[src/hw/rtl/sast_ram.sv]
module sast_ram #(
    parameter int WIDTH = 8,
    parameter int DEPTH = 16
) (
    input  logic                     i_clk,
    input  logic                     i_we,
    input  logic [$clog2(DEPTH)-1:0] i_waddr,
    input  logic [WIDTH-1:0]         i_wdata,
    input  logic [$clog2(DEPTH)-1:0] i_raddr,
    output logic [WIDTH-1:0]         o_rdata
);

    logic [WIDTH-1:0] r_mem [DEPTH];
    logic [WIDTH-1:0] r_rdata;

    always_ff @(posedge i_clk) begin
        if (i_we) begin
            r_mem[i_waddr] <= i_wdata;
        end
        r_rdata <= r_mem[i_raddr];
    end

    assign o_rdata = r_rdata;

endmodule

[config.mk]
export PLATFORM = sky130hd
export DESIGN_NAME = sast_ram
export DESIGN_NICKNAME = d
export VERILOG_FILES = /design/src/hw/rtl/sast_ram.sv
export SDC_FILE = /design/constraint.sdc
export NUM_CORES = 1
export LEC_CHECK = 0
export BUFFER_PORTS_ARGS = -buffer_cell sky130_fd_sc_hd__buf_2
export CAP_MARGIN = 5
export CORE_MARGIN = 1
export CORE_UTILIZATION = 40
export CTS_CLUSTER_DIAMETER = 120
export DETAILED_ROUTE_END_ITERATION = 8
export GPL_TIMING_DRIVEN = 0
export SETUP_SLACK_MARGIN = 0.05
export SYNTH_ARGS = -nofsm -noshare
export SYNTH_HDL_FRONTEND = slang
export SYNTH_SLANG_ARGS = --single-unit
export TNS_END_PERCENT = 30
[constraint.sdc]
create_clock -name i_clk -period 1.9 [get_ports i_clk]
set_input_delay 0 -clock i_clk [delete_from_list [all_inputs] [get_ports i_clk]]
set_output_delay 0 -clock i_clk [all_outputs]
set_load 0.01 [all_outputs]
==> impl_metrics.ini <==
[power]
total_switching_power_w = 0.00138
swShare_pct = 19.4
peakVddDrop_mv = 0.653
total_leakage_power_nw = 2.06
intPower_w = 0.00576
cellPowerDensity_nw_per_um2 = 1160
pwr-share-comb_pct = 4.6
pwr-share-clk_pct = 48.2
sequentialPowerShare_pct = 47.2
total_power_w = 0.00714

[sta]
relSlewSlack_pct = 21.2
period_share_pct = 72.2
hold_slack_ns = -0.00117
drv_slew = 0
min_period_ns = 1.37
worst_pin_slew_ns = 1.17
fin_tns_setup_ns = 0
finalSetupViolations = 0
finalHoldViolations = 4
fmax_mhz = 729
rsz0062_at_grt = no
finClkSkew_ns = 0.0166

[final_layout]
multi_input_area_um2 = 1060
finalInstanceArea_um2 = 6170
final_nets = 296
register_area_um2 = 4000
area_growth_pct = 19.9
n_antenna_cell = 0
drive_gt1_share_pct = 29.6
layout.cells.non_filler = 463
nFillCells = 1014

[drt]
via_per_inst = 5.08
drtPass1Iterations = 4
dr.first_iter.drc_count = 138
vias = 2353
drc = 0
wl_per_cell_um = 20.8
routed_wl_um = 9650
ant_nets = 0

[placed_design]
hpwlAfterDp_um = 6090
io_buffers = 24
place_inst = 425
place_area_um2 = 5480
gp_congestion = 0.695

[flow_run]
drv_cap = 0

[clock_network]
post_cts.repair.setup_buffers = 0
clock_path_buffers = 2
clkSlewWorstSetupHoldPaths_ns = 0.06
htree_num_levels = 4
numCtsBuffers = 17
cts_sinks = 136
cts_tree = done
clk_root_buffer_cell = clkbuf_16
clk_latency_ns = 0.41

[setup_path]
cp_max_fo = 1
cp-end-kind = flip-flop
crit_type = reg2reg
required_ns = 2.19
cp.arrival_ns = 1.66
start_kind = flip-flop

[logic_synthesis]
synth_nets = 247
synth_top_family_by_area = multiplexers
ys_ff_latch = 136
ys_warn_count = 0
synth-simple-area-share_pct = 3.18
ys_types = 19
synth_cells = 229
syn_area_um2 = 5150
avgSynthCellArea_um2 = 22.5
synth_compound_area_share_pct = 2.33
ys_seq_area_share_pct = 77.8
muxShareOfSynthArea_pct = 15.0
synth_fa_ha_area_share_pct = 0
synth_xor_area_share_pct = 0

[grt]
track_usage_pct = 16.2
grt_max_degree = 17
antenna_found_initial = 0
grt_pass1_wl_um = 14500
grt_pass1_vias = 2355
gr-total-overflow = 0

[die]
die_x_um = 115
die-area_um2 = 13300
num_rows = 41
fp.coreArea_um2 = 12600
die_y_um = 115
io_pins = 26
initial_core_util_pct = 41.0

[min_path]
hp-class = in2reg

[outcome]
failed_checks = hold timing
outcome = complete, but fails checks
## per-layer routing
metal  GRT usage, %  up-vias  routed length (um)
met3           4.29        4                 523
met1           22.4     1216                4200
met2           25.0       65                4870
met4           5.71        0                  56
met5              0        -                   0
li1               -     1068                   -
## cells in the final DEF, fill, tap and decap left out, types with 2 or more instances in the layout
| master | n |
|---|---|
| mux4_1 | 14 |
| clkbuf_1 | 2 |
| clkbuf_16 | 17 |
| dfxtp_1 | 8 |
| a22oi_1 | 16 |
| edfxtp_1 | 128 |
| clkbuf_8 | 2 |
| dlygate4sd3_1 | 4 |
| nand2b_1 | 2 |
| nand2_1 | 9 |
| clkinvlp_4 | 4 |
| mux4_2 | 18 |
| nor2_1 | 13 |
| buf_2 | 29 |
| clkinv_4 | 2 |
| nand3b_1 | 2 |
| buf_6 | 3 |
| bufinv_16 | 4 |
| clkdlybuf4s25_2 | 3 |
| nor3_1 | 3 |
## sequential cells by signal (all words and copies together) (netlist names)
name	cells
r_mem	128
o_rdata	8
## stage by stage
step                setup slack [ns]  util (%)
global placement              -0.179      43.6
finish                         0.529      49.1
CTS                            0.188      49.0
detailed placement            -0.223      43.6
global route                   0.476      49.1
floorplan                      0.407         -
## power groups by stage
stage	sequential, W	clock, W	combinational, W
finish	0.00337	0.00345	0.000329
global route	0.00337	0.00361	0.000359
CTS	0.00337	0.00348	0.000334
detailed placement	0.00343	0	0.000327
global placement	0.00343	0	0.000325
floorplan	0.00344	0	0.000170
## what timing repair did
action                                 4_1_cts  5_1_grt
gates resized for setup                      0        0
endpoints found under the hold margin       56        0
hold buffers                                 4        0
## area by class of cell
class / instances / share of cell area, %
Multi-Input combinational cell: 83 / 17.2
Buffer: 10 / 1.40
Sequential cell: 136 / 64.9
Tap cell: 172 / 3.49
Clock buffer: 21 / 7.46
Clock inverter: 11 / 2.80
Timing Repair Buffer: 30 / 2.76
## cells in the mapped netlist (all sizes together)
cell type	n	area [um^2]
nor2b	1	6.26
nor3	4	20.0
buf	7	56.3
clkdlybuf4s25	3	30.0
a22oi	16	120
nand3	1	5.00
nor2	13	48.8
mux4	32	773
and2b	1	7.51
edfxtp	128	3840
dfxtp	8	160
or3b	1	8.76
nand3b	2	15.0
nand2	9	33.8
and2	1	6.26
nand2b	2	12.5
## worst paths after layout
path                    startpoint  slack, ns  depth (start not counted)                     end
max          r_mem[5][3]$_DFFE_PP_       0.53                          3      o_rdata[3]$_DFF_P_
min                     i_wdata[7]     -0.001                          1  r_mem[15][7]$_DFFE_PP_
max reg2reg  r_mem[5][3]$_DFFE_PP_       0.53                          3      o_rdata[3]$_DFF_P_
min reg2reg  r_mem[8][2]$_DFFE_PP_       0.68                          3      o_rdata[2]$_DFF_P_
## cell families (layout without fill, tap and decap cells)
kind of cell / count (synthesis) / count (layout)
AO/OA/AOI/OAI: 16 / 16
buffers and inverters: 10 / 72
flip-flops: 136 / 136
multiplexers: 32 / 32
AND/OR/NAND/NOR: 35 / 35
## critical path, cell delays in order (launching register included)
cell	delay, ns
edfxtp_1	0.36
mux4_1	0.56
a22oi_1	0.25
nand2_1	0.08
(Power assumes the default switching activity.)
